**src/hw/rtl/crcf_pkg.sv**
```systemverilog
// Package with the frame constants and the CRC-32 byte update for the command framer.
package crcf_pkg;

   // Request actions
   localparam logic ACT_START   = 1'b0;   // start a new frame
   localparam logic ACT_PAYLOAD = 1'b1;   // deliver one payload byte

   // Reflected CRC-32 polynomial, initial value zero, no final xor
   localparam logic [31:0] CRC_POLY = 32'hEDB8_8320;

   // Positions in the per-item result sequence
   localparam int SEQ_W = 4;
   localparam logic [SEQ_W-1:0] SEQ_FIRST = 4'd0;   // first sync byte
   localparam logic [SEQ_W-1:0] SEQ_LEN   = 4'd10;  // length byte
   localparam logic [SEQ_W-1:0] SEQ_TYPE  = 4'd11;  // type byte, or the payload byte
   localparam logic [SEQ_W-1:0] SEQ_CRC0  = 4'd12;  // lowest CRC byte
   localparam logic [SEQ_W-1:0] SEQ_END   = 4'd15;  // highest CRC byte

   // Sync header byte at a given position
   function automatic logic [7:0] sync_byte(input logic [SEQ_W-1:0] pos);
      logic [7:0] b;
      unique case (pos)
         4'd0:    b = 8'hFE;
         4'd1:    b = 8'hEF;
         4'd2:    b = 8'hDC;
         4'd3:    b = 8'hCD;
         4'd4:    b = 8'hBA;
         4'd5:    b = 8'hAB;
         4'd6:    b = 8'h98;
         4'd7:    b = 8'h89;
         4'd8:    b = 8'h76;
         4'd9:    b = 8'h67;
         default: b = 8'h00;
      endcase
      return b;
   endfunction

   // Fold one byte into the running CRC, one bit per step
   function automatic logic [31:0] crc_byte(input logic [31:0] crc, input logic [7:0] b);
      logic [31:0] c;
      c = crc ^ {24'd0, b};
      for (int k = 0; k < 8; k++) begin
         c = c[0] ? ((c >> 1) ^ CRC_POLY) : (c >> 1);
      end
      return c;
   endfunction

endpackage

```
**src/hw/rtl/crcf_if.sv**
```systemverilog
// Handshake interfaces for the request and response channels of the command framer.
interface crcf_req_if;
   logic       valid;
   logic       ready;
   logic       action;
   logic [7:0] cmd_kind;
   logic [7:0] payload_len;
   logic [7:0] data_byte;

   modport source (output valid, action, cmd_kind, payload_len, data_byte, input ready);
   modport sink   (input valid, action, cmd_kind, payload_len, data_byte, output ready);
endinterface

interface crcf_rsp_if;
   logic       valid;
   logic       ready;
   logic [7:0] frame_byte;
   logic       frame_end;
   logic       rejected;
   logic       run_last;

   modport source (output valid, frame_byte, frame_end, rejected, run_last, input ready);
   modport sink   (input valid, frame_byte, frame_end, rejected, run_last, output ready);
endinterface

```
**src/hw/rtl/crc32_command_framer.sv**
```systemverilog
// Command frame builder: sync header, length, type, payload and CRC-32 as a byte stream.
//
// Usage:
//  req_bus (sink) takes one item per handshake: action 0 starts a frame with cmd_kind and
//  payload_len, action 1 delivers one payload byte (data_byte).
//  rsp_bus (source) gives one frame byte per handshake; run_last marks the last byte
//  caused by an item, frame_end the last CRC byte, rejected an out-of-sequence item.
//  The sequencer registers an accepted item, then the output register its first result.
//  Throughput: results leave at one per cycle while the receiver takes them. A start
//  item gives 12 results (16 with a zero length), a payload byte 1 result (5 for the
//  last one, which adds the CRC) and a rejected item 1 result; the single result
//  sequencer sets these figures. A new item is taken in the cycle the sequencer issues
//  the last result of the previous one. The CRC is updated by an unrolled byte step as
//  each frame byte before the CRC is issued. Reset (synchronous, active high) empties
//  the sequencer and output register and returns the framer to idle with a zero CRC.
//  When the receiver stalls the output register holds its result, the sequencer stops
//  and req_bus.ready falls once the sequencer holds an unfinished item.
module crc32_command_framer
   import crcf_pkg::*;
(
   input  logic      clock,
   input  logic      reset,
   crcf_req_if.sink  req_bus,
   crcf_rsp_if.source rsp_bus
);

   // Frame state, updated when an item is taken
   logic             in_payload_ff, in_payload_in;
   logic [7:0]       left_ff, left_in;
   logic [31:0]      crc_ff, crc_in;

   // Sequencer holding the item at work
   logic             busy_ff, busy_in;
   logic [SEQ_W-1:0] seq_ff, seq_in;
   logic             rej_ff, rej_in;
   logic             tail_ff, tail_in;   // issue the CRC after the type or payload byte
   logic [7:0]       len_ff, len_in;
   logic [7:0]       b11_ff, b11_in;     // type byte or payload byte

   // Output register
   logic             out_valid_ff, out_valid_in;
   logic [7:0]       out_byte_ff, out_byte_in;
   logic             out_end_ff, out_end_in;
   logic             out_rej_ff, out_rej_in;
   logic             out_last_ff, out_last_in;

   logic             advance;
   logic             gen_last;
   logic             take;
   logic [7:0]       gen_byte;
   logic             start_ok;
   logic             data_ok;

   // Sequencer step and item handshake
   assign advance  = busy_ff && (!out_valid_ff || rsp_bus.ready);
   assign gen_last = rej_ff || (seq_ff == SEQ_TYPE && !tail_ff) || seq_ff == SEQ_END;
   assign req_bus.ready = !busy_ff || (advance && gen_last);
   assign take     = req_bus.valid && req_bus.ready;
   assign start_ok = (req_bus.action == ACT_START) && !in_payload_ff;
   assign data_ok  = (req_bus.action == ACT_PAYLOAD) && in_payload_ff;

   // Select the byte for the current sequence position
   always_comb begin
      if (seq_ff < SEQ_LEN) begin
         gen_byte = sync_byte(seq_ff);
      end else if (seq_ff == SEQ_LEN) begin
         gen_byte = len_ff;
      end else if (seq_ff == SEQ_TYPE) begin
         gen_byte = b11_ff;
      end else begin
         gen_byte = crc_ff[{seq_ff[1:0], 3'b000} +: 8];
      end
   end

   // Next state of frame tracking, sequencer and output register
   always_comb begin
      in_payload_in = in_payload_ff;
      left_in       = left_ff;
      crc_in        = crc_ff;
      busy_in       = busy_ff;
      seq_in        = seq_ff;
      rej_in        = rej_ff;
      tail_in       = tail_ff;
      len_in        = len_ff;
      b11_in        = b11_ff;
      out_valid_in  = out_valid_ff;
      out_byte_in   = out_byte_ff;
      out_end_in    = out_end_ff;
      out_rej_in    = out_rej_ff;
      out_last_in   = out_last_ff;

      // drain the output register
      if (rsp_bus.ready) begin
         out_valid_in = 1'b0;
      end

      // issue one result and fold frame bytes into the CRC
      if (advance) begin
         out_valid_in = 1'b1;
         out_byte_in  = rej_ff ? 8'd0 : gen_byte;
         out_end_in   = !rej_ff && seq_ff == SEQ_END;
         out_rej_in   = rej_ff;
         out_last_in  = gen_last;
         if (!rej_ff && seq_ff < SEQ_CRC0) begin
            crc_in = crc_byte((seq_ff == SEQ_FIRST) ? 32'd0 : crc_ff, gen_byte);
         end
         if (gen_last) begin
            busy_in = 1'b0;
         end else begin
            seq_in = seq_ff + 4'd1;
         end
      end

      // load a new item and update the frame state
      if (take) begin
         busy_in = 1'b1;
         len_in  = req_bus.payload_len;
         rej_in  = !(start_ok || data_ok);
         if (start_ok) begin
            seq_in  = SEQ_FIRST;
            b11_in  = req_bus.cmd_kind;
            tail_in = (req_bus.payload_len == 8'd0);
            if (req_bus.payload_len != 8'd0) begin
               in_payload_in = 1'b1;
               left_in       = req_bus.payload_len;
            end
         end else begin
            seq_in  = SEQ_TYPE;
            b11_in  = req_bus.data_byte;
            tail_in = (left_ff == 8'd1);
            if (data_ok) begin
               left_in = left_ff - 8'd1;
               if (left_ff == 8'd1) begin
                  in_payload_in = 1'b0;
               end
            end
         end
      end
   end

   // Control and state registers
   always_ff @(posedge clock) begin
      if (reset) begin
         in_payload_ff <= 1'b0;
         left_ff       <= 8'd0;
         crc_ff        <= 32'd0;
         busy_ff       <= 1'b0;
         out_valid_ff  <= 1'b0;
      end else begin
         in_payload_ff <= in_payload_in;
         left_ff       <= left_in;
         crc_ff        <= crc_in;
         busy_ff       <= busy_in;
         out_valid_ff  <= out_valid_in;
      end
   end

   // Payload registers
   always_ff @(posedge clock) begin
      seq_ff      <= seq_in;
      rej_ff      <= rej_in;
      tail_ff     <= tail_in;
      len_ff      <= len_in;
      b11_ff      <= b11_in;
      out_byte_ff <= out_byte_in;
      out_end_ff  <= out_end_in;
      out_rej_ff  <= out_rej_in;
      out_last_ff <= out_last_in;
   end

   assign rsp_bus.valid      = out_valid_ff;
   assign rsp_bus.frame_byte = out_byte_ff;
   assign rsp_bus.frame_end  = out_end_ff;
   assign rsp_bus.rejected   = out_rej_ff;
   assign rsp_bus.run_last   = out_last_ff;

   // A new item only enters while the sequencer is empty or finishing
   a_take_when_free: assert property (@(posedge clock) disable iff (reset)
      (take && busy_ff) |-> (advance && gen_last))
      else $error("item taken while sequencer busy");

   // Rejected results are single and never close a frame
   a_reject_alone: assert property (@(posedge clock) disable iff (reset)
      (rsp_bus.valid && rsp_bus.rejected) |-> (rsp_bus.run_last && !rsp_bus.frame_end))
      else $error("rejected result malformed");

   // The end of a frame is always the last result of its item
   a_end_is_last: assert property (@(posedge clock) disable iff (reset)
      (rsp_bus.valid && rsp_bus.frame_end) |-> rsp_bus.run_last)
      else $error("frame end without run_last");

   // Idle framer expects no payload
   a_idle_no_left: assert property (@(posedge clock) disable iff (reset)
      !in_payload_ff |-> (left_ff == 8'd0))
      else $error("payload count left while idle");

endmodule
```
**src/flat_wrapper.sv**
```systemverilog
// flat-port wrapper written by rule: the top's interface ports become plain ports
module crc32_command_framer_flat import crcf_pkg::*;
  (clock, reset, req_bus_valid, req_bus_action, req_bus_cmd_kind, req_bus_payload_len, req_bus_data_byte, req_bus_ready, rsp_bus_valid, rsp_bus_frame_byte, rsp_bus_frame_end, rsp_bus_rejected, rsp_bus_run_last, rsp_bus_ready);
  crcf_req_if req_bus_i ();
  crcf_rsp_if rsp_bus_i ();
  input  logic clock;
  input  logic reset;
  input wire logic [$bits(req_bus_i.valid)-1:0] req_bus_valid;
  input wire logic [$bits(req_bus_i.action)-1:0] req_bus_action;
  input wire logic [$bits(req_bus_i.cmd_kind)-1:0] req_bus_cmd_kind;
  input wire logic [$bits(req_bus_i.payload_len)-1:0] req_bus_payload_len;
  input wire logic [$bits(req_bus_i.data_byte)-1:0] req_bus_data_byte;
  output wire logic [$bits(req_bus_i.ready)-1:0] req_bus_ready;
  output wire logic [$bits(rsp_bus_i.valid)-1:0] rsp_bus_valid;
  output wire logic [$bits(rsp_bus_i.frame_byte)-1:0] rsp_bus_frame_byte;
  output wire logic [$bits(rsp_bus_i.frame_end)-1:0] rsp_bus_frame_end;
  output wire logic [$bits(rsp_bus_i.rejected)-1:0] rsp_bus_rejected;
  output wire logic [$bits(rsp_bus_i.run_last)-1:0] rsp_bus_run_last;
  input wire logic [$bits(rsp_bus_i.ready)-1:0] rsp_bus_ready;
  assign req_bus_i.valid = req_bus_valid;
  assign req_bus_i.action = req_bus_action;
  assign req_bus_i.cmd_kind = req_bus_cmd_kind;
  assign req_bus_i.payload_len = req_bus_payload_len;
  assign req_bus_i.data_byte = req_bus_data_byte;
  assign req_bus_ready = req_bus_i.ready;
  assign rsp_bus_valid = rsp_bus_i.valid;
  assign rsp_bus_frame_byte = rsp_bus_i.frame_byte;
  assign rsp_bus_frame_end = rsp_bus_i.frame_end;
  assign rsp_bus_rejected = rsp_bus_i.rejected;
  assign rsp_bus_run_last = rsp_bus_i.run_last;
  assign rsp_bus_i.ready = rsp_bus_ready;
  crc32_command_framer u_core (.clock(clock), .reset(reset), .req_bus(req_bus_i), .rsp_bus(rsp_bus_i));
endmodule
```
**config.mk**
```make
export PLATFORM = sky130hd
export DESIGN_NAME = crc32_command_framer_flat
export DESIGN_NICKNAME = d
export VERILOG_FILES = /design/src/hw/rtl/crcf_pkg.sv /design/src/hw/rtl/crcf_if.sv /design/src/hw/rtl/crc32_command_framer.sv /design/src/flat_wrapper.sv
export SDC_FILE = /design/constraint.sdc
export NUM_CORES = 1
export LEC_CHECK = 0
export ABC_AREA = 1
export BUFFER_PORTS_ARGS = -buffer_cell sky130_fd_sc_hd__buf_2
export CORE_MARGIN = 1
export CORE_UTILIZATION = 60
export CTS_CLUSTER_DIAMETER = 30
export DETAILED_ROUTE_END_ITERATION = 10
export PLACE_DENSITY = 0.8
export SYNTH_ARGS = -nofsm -noshare
export SYNTH_HDL_FRONTEND = slang
export SYNTH_SLANG_ARGS = --single-unit
export TNS_END_PERCENT = 20
```
**constraint.sdc**
```tcl
create_clock -name clock -period 7 [get_ports clock]
set_clock_uncertainty 0.2 [all_clocks]
set_input_delay 0.35 -clock clock [delete_from_list [all_inputs] [get_ports clock]]
set_output_delay 0.35 -clock clock [all_outputs]
set_load 0.02 [all_outputs]
```
# Word-level counts from Yosys, hierarchy flattened
# Memory sizes are Yosys's and may differ from the RTL's. A register that Yosys moved wholly into a read port is not among the register bits.
# Cells that the tools add are included.
[totals]
reg_bits = 76
latchBits = 0
mem_bits_rw = 0
mem_bits_ro = 128
inputBits = 29
output_inout_bits = 13
elab_cells = 99
memories = 1
[mem_list]
columns = ["memory", "words", "width", "rd", "rd_ports_with_merged_regs", "write_ports", "line_no", "text"]
rows = [
  ["(name not given)", 16, 8, 1, 1, 0, "crcf_pkg.sv:22", "unique case (pos)"],
]
[op_classes]
add_sub_neg = 2
multipliers = 0
n_div = 0
magnitude_cmp = 2
eq_ne = 6
n_shift = 1
mux = 31
n_bitwise = 10
reduce_logical = 32
[op_table]
columns = ["op", "n"]
rows = [
  ["two-way mux 32 bit", 9],
  ["inverter 13 -> 14 bit", 8],
  ["two-way mux 8 bit", 7],
  ["indexed part select 32 x 6 -> 8 bit", 1],
  ["bitwise XOR 32 x 8 -> 32 bit", 1],
  ["two-way mux 4 bit", 5],
  ["== test 4 bit (second input constant)", 3],
  ["two-way mux 1 bit", 10],
  ["nonzero test 2 bit", 5],
  ["== test 8 x 1 -> 1 bit (second input constant)", 1],
  ["logical AND 1 bit", 8],
  ["zero test 8 bit", 1],
  ["< comparator 4 bit (second input constant)", 2],
  ["nonzero test 8 bit", 1],
  ["subtractor 8 x 1 -> 8 bit (second input constant)", 1],
  ["zero test 1 bit", 6],
  ["AND reduction 2 bit", 3],
  ["logical OR 1 bit", 5],
  ["adder 4 x 1 -> 4 bit (second input constant)", 1],
  ["zero test 4 bit", 1],
  ["inequality test 2 bit (second input constant)", 2],
  ["AND reduction 4 bit", 1],
  ["AND reduction 3 bit", 1],
  ["inverter 1 bit", 1],
]

# Longest topological paths before layout
[depth]
word_depth = 21
mapped_depth = 24
ltp_nobuf = 21

# Least setup slack after synthesis
# OpenSTA, ideal clock, no wires.
[synth_path]
path_type = "reg2reg"
start = "register u_core.seq_ff[2]"
end = "register with a tool-made name"
arrival_ps = 2458
setup_slack_ps = 4277
path_stages_with_launch = 16
path_buffers = 1
cell_sequence = "edfxtp_1 > inv_2 > nand3_4 > buf_6 > nor2_1 > nor2_1 > o21ai_2 > nand2_2 > inv_1 > a21oi_1 > o21a_1 > nand2_1 > o21ai_0 > nand2_1 > o21ai_1 > nor2_1"
[synth_rtl]
columns = ["element", "line_no", "text"]
rows = [
  ["start, declared", "crc32_command_framer.sv:34", "logic [SEQ_W-1:0] seq_ff, seq_in;"],
  ["start signal, assigned", "crc32_command_framer.sv:160", "seq_ff <= seq_in;"],
]

# Worst setup path in the final report
[layout_path]
start = "register u_core.seq_ff[0]"
end = "register u_core.left_ff[4]"
[layout_between]
elab_chain_len = 8
[layout_rtl]
columns = ["element", "line_no", "text"]
rows = [
  ["== test 4 bit", "crc32_command_framer.sv:56", "assign gen_last = rej_ff || (seq_ff == SEQ_TYPE && !tail_ff) || seq_ff == SEQ_END;"],
  ["logical AND 1 bit", "crc32_command_framer.sv:56", ""],
  ["logical OR 1 bit", "crc32_command_framer.sv:56", ""],
  ["logical OR 1 bit (*)", "crc32_command_framer.sv:56", ""],
  ["logical AND 1 bit (*)", "crc32_command_framer.sv:57", "assign req_bus.ready = !busy_ff || (advance && gen_last);"],
  ["logical OR 1 bit (*)", "crc32_command_framer.sv:57", ""],
  ["logical AND 1 bit (*)", "crc32_command_framer.sv:58", "assign take = req_bus.valid && req_bus.ready;"],
  ["AND reduction 3 bit (no source line) (*)", "n/a", ""],
  ["end signal, assigned", "crc32_command_framer.sv:151", "left_ff <= left_in;"],
  ["end, declared", "crc32_command_framer.sv:29", "logic [7:0] left_ff, left_in;"],
]
# Every way passes the cells marked *; elsewhere a longest branch is shown, timed or not.
# A chain may end at the register's enable or synchronous reset.

==> flow_summary.yaml <==
critical_path:
  path_max_fanout: 20
  critPathArrivalTime_ps: 3850
  cpMostUsedCell: "nor2_1"
  cp_num_buf_inv: 1
  crit_family: "simple AND/OR/NAND/NOR gates"
  crit_type: "flop to flop"
  path_cells: "ha_1, nand3_4, nor2_1, nor2_1, o21ai_2, nand2_2, nor3_1, inv_1, o21ai_0, a21oi_1"
  r2r_start: "u_core.seq_ff[0]$_DFFE_PN_"
  start_kind: "flop"
  slowest_delay_ps: 820
  worst_ep_required_time_ps: 7060
  reg2reg_to: "u_core.left_ff[4]$_SDFFE_PP0P_"
  slowest_stage: "nor3_1"
  critPathCaptureType: "flop"
  reg2regPathDepth: 10
  rrSetupSlack_ps: 3210
cells_and_area:
  area_growth_pct: 8.61
  stdcell_count: 955
  finalInstanceArea_mm2: 0.00579
  nNetsFinal: 877
  post-route-util: 0.668
  n_antenna_cell: 0
  drive_gt1_frac: 0.136
clock_tree:
  numCtsBuffers: 9
  tritoncts: "done"
  postCtsSetupRepairBufs: 0
  path_clk_slew_ps: 90
  cts-root-buf: "clkbuf_8"
  cts_resized: 0
  clock_sinks: 81
  clock_latency_ps: 370
  htree_levels: 3
  clock_path_buffers: 2
global_routing:
  grt_pass1_vias: 4882
  grt_antenna_before_repair: 0
  grt_remaining_overflow: 0
  grt_max_degree: 39
  track_usage: 0.337
  grt_pass1_wl_mm: 23.3
min_path:
  hp-class: "input pin to flop"
  min_to: "u_core.len_ff[0]$_DFFE_PP_"
  min-delay-start: "req_bus_payload_len[0]"
  min_path_cells: 1
power_and_ir_drop:
  power_leakage_nw: 2.85
  power.density_mw_per_mm2: 322
  peakVddDrop_mv: 0.184
  power_mw: 1.87
logic_synthesis:
  ys_warn_count: 0
  synth_nets: 844
  ys_top_cells_by_area: "edfxtp_1, nand2_1, dfxtp_1, nand3_1, inv_1"
  synth_seq_area_share: 0.366
  yosysTopAreaCell: "edfxtp_1"
  syn_area_per_cell_um2: 6.59
  syn_area_mm2: 0.00534
  ys_ff_latch: 81
  syn_inst: 809
  synth.distinct_cells: 35
  synth_top_area_frac: 0.186
detailed_routing:
  avgRoutedWirePerCell_um: 15.3
  vias_per_cell: 5.73
  drtIter0Drc: 508
  drc: 0
  route.met3.wl_mm: 1.14
  m1WireLength_mm: 6.17
  wl_met2_mm: 6.67
  ant_nets: 0
  wl_mm: 14.6
  vias: 5468
  dr.pass1.iters: 5
  top_layer_used: "met4"
sta:
  fin_setup_tns_ps: 0
  hold_viol_final: 0
  setup_viol: 0
  timing.final.crit_share: 0.541
  rsz0062_at_grt: "no"
  timing.fmax_mhz: 264
  min_period_ps: 3790
  setup_ws_ps: 3210
  relSlewSlack: 0.235
  max_slew.worst_pin.slew_ps: 1150
  hold_ws_ps: 8.31
  slew_violations: 0
place:
  port_buffers: 41
  dpl-instance-area_mm2: 0.00556
  gp_congestion: 1.05
  place_ws_ps: 3320
  hpwlAfterDp_mm: 10.7
  dp_cells: 933
run:
  max_cap_violations: 0
die:
  die_h_um: 96.3
  die_w_um: 96.3
  initial_core_util: 0.615
  boundaryPins: 42
  fp.dieArea_mm2: 0.00927
  rows: 34
  core_area_mm2: 0.00868
status:
  status: "completed"
[power breakdown]
group,total [mW],internal (mW),switching (mW)
registers,0.595,0.553,0.0418
clock network,0.327,0.132,0.195
logic,0.946,0.280,0.666
total,1.87,0.965,0.902
[cell families (layout without fill, tap and decap cells)]
group	count (synthesis)	in the layout	share of synthesized area
flops	81	81	0.366
xor+xnor	20	20	0.0328
fa+ha+maj	6	6	0.0141
compound gates	105	105	0.107
buf+inv	135	173	0.101
simple gates	462	462	0.379
[synthesized netlist by cell type]
library cell	number
nand2_1	264
inv_1	98
nand3_1	75
nor2_1	70
a21oi_1	48
dfxtp_1	48
o21ai_0	37
edfxtp_1	33
nand2_2	29
xor2_1	18
clkbuf_1	16
inv_2	9
buf_2	7
a31oi_1	6
ha_1	6
nand4_1	5
nand2_4	4
o211ai_1	4
o21ai_1	4
nand3_2	3
nand3_4	3
nor2_2	3
buf_6	2
nor3_1	2
o21ai_2	2
o221ai_1	2
or2_2	2
xnor2_1	2
a21oi_4	1
buf_4	1
clkinv_1	1
inv_4	1
nand3b_1	1
nor4_1	1
o21a_1	1
[worst max-delay path by stage]
| stage | startpoint | slack (ps) | depth (start not counted) | end |
|---|---|---|---|---|
| after floorplan | u_core.seq_ff[2]$_DFFE_PN_ | 4280 | 15 | flop |
| after global placement | u_core.seq_ff[0]$_DFFE_PN_ | 3430 | 10 | u_core.left_ff[6]$_SDFFE_PP0P_ |
| after detailed placement | u_core.seq_ff[0]$_DFFE_PN_ | 3320 | 10 | u_core.left_ff[4]$_SDFFE_PP0P_ |
| after CTS | u_core.seq_ff[0]$_DFFE_PN_ | 3300 | 10 | u_core.left_ff[4]$_SDFFE_PP0P_ |
| after global routing | u_core.seq_ff[0]$_DFFE_PN_ | 2890 | 10 | u_core.in_payload_ff$_SDFFE_PP0P_ |
| final | u_core.seq_ff[0]$_DFFE_PN_ | 3210 | 10 | u_core.left_ff[4]$_SDFFE_PP0P_ |
[placed cells by master, fill, tap and decap left out, types with 2 or more instances in the layout]
cell / netlist / final
o221ai_1: 2 / 2
a21oi_1: 48 / 48
nor2_2: 3 / 3
edfxtp_1: 33 / 33
nand3_4: 3 / 3
o211ai_1: 4 / 4
xor2_1: 18 / 18
nand2_2: 29 / 29
xnor2_1: 2 / 2
a31oi_1: 6 / 6
dlygate4sd3_1: 0 / 6
o21ai_0: 37 / 37
o21ai_1: 4 / 4
nor2_1: 70 / 70
inv_2: 9 / 9
clkinv_2: 0 / 2
nand3_1: 75 / 75
or2_2: 2 / 2
clkbuf_8: 0 / 9
nand2_4: 4 / 4
o21ai_2: 2 / 2
inv_1: 98 / 98
buf_2: 7 / 41
ha_1: 6 / 6
nand2_1: 264 / 264
nand3_2: 3 / 3
dfxtp_1: 48 / 48
inv_6: 0 / 3
nor3_1: 2 / 2
nand4_1: 5 / 5
[sequential cells by signal, indices dropped and copies added (netlist names), 4 cells and up, named ones only]
register	flops
u_core.crc_ff	32
u_core.b11_ff	8
u_core.left_ff	8
u_core.len_ff	8
u_core.rsp_bus.frame_byte	8
u_core.seq_ff	4
[routing by layer]
metal,track usage,up-vias
li1,-,2630
met1,0.437,2497
met2,0.534,285
met3,0.0521,56
met4,0.188,0
met5,0,-
[repair_timing]
item                                    in CTS  in global routing
endpoints found under the hold margin        5                  1
endpoints found under the setup margin       0                  0
hold buffers                                 5                  1
[layout make-up]
class	count	area (um^2)
fill	759	2880
clock inverter	7	52.6
inverter	109	412
clock buffer	9	124
tap	108	135
timing repair buffer	48	273
multi-input combinational	593	2850
sequential	81	1950
Note: power is estimated with default switching activity, not from simulation.
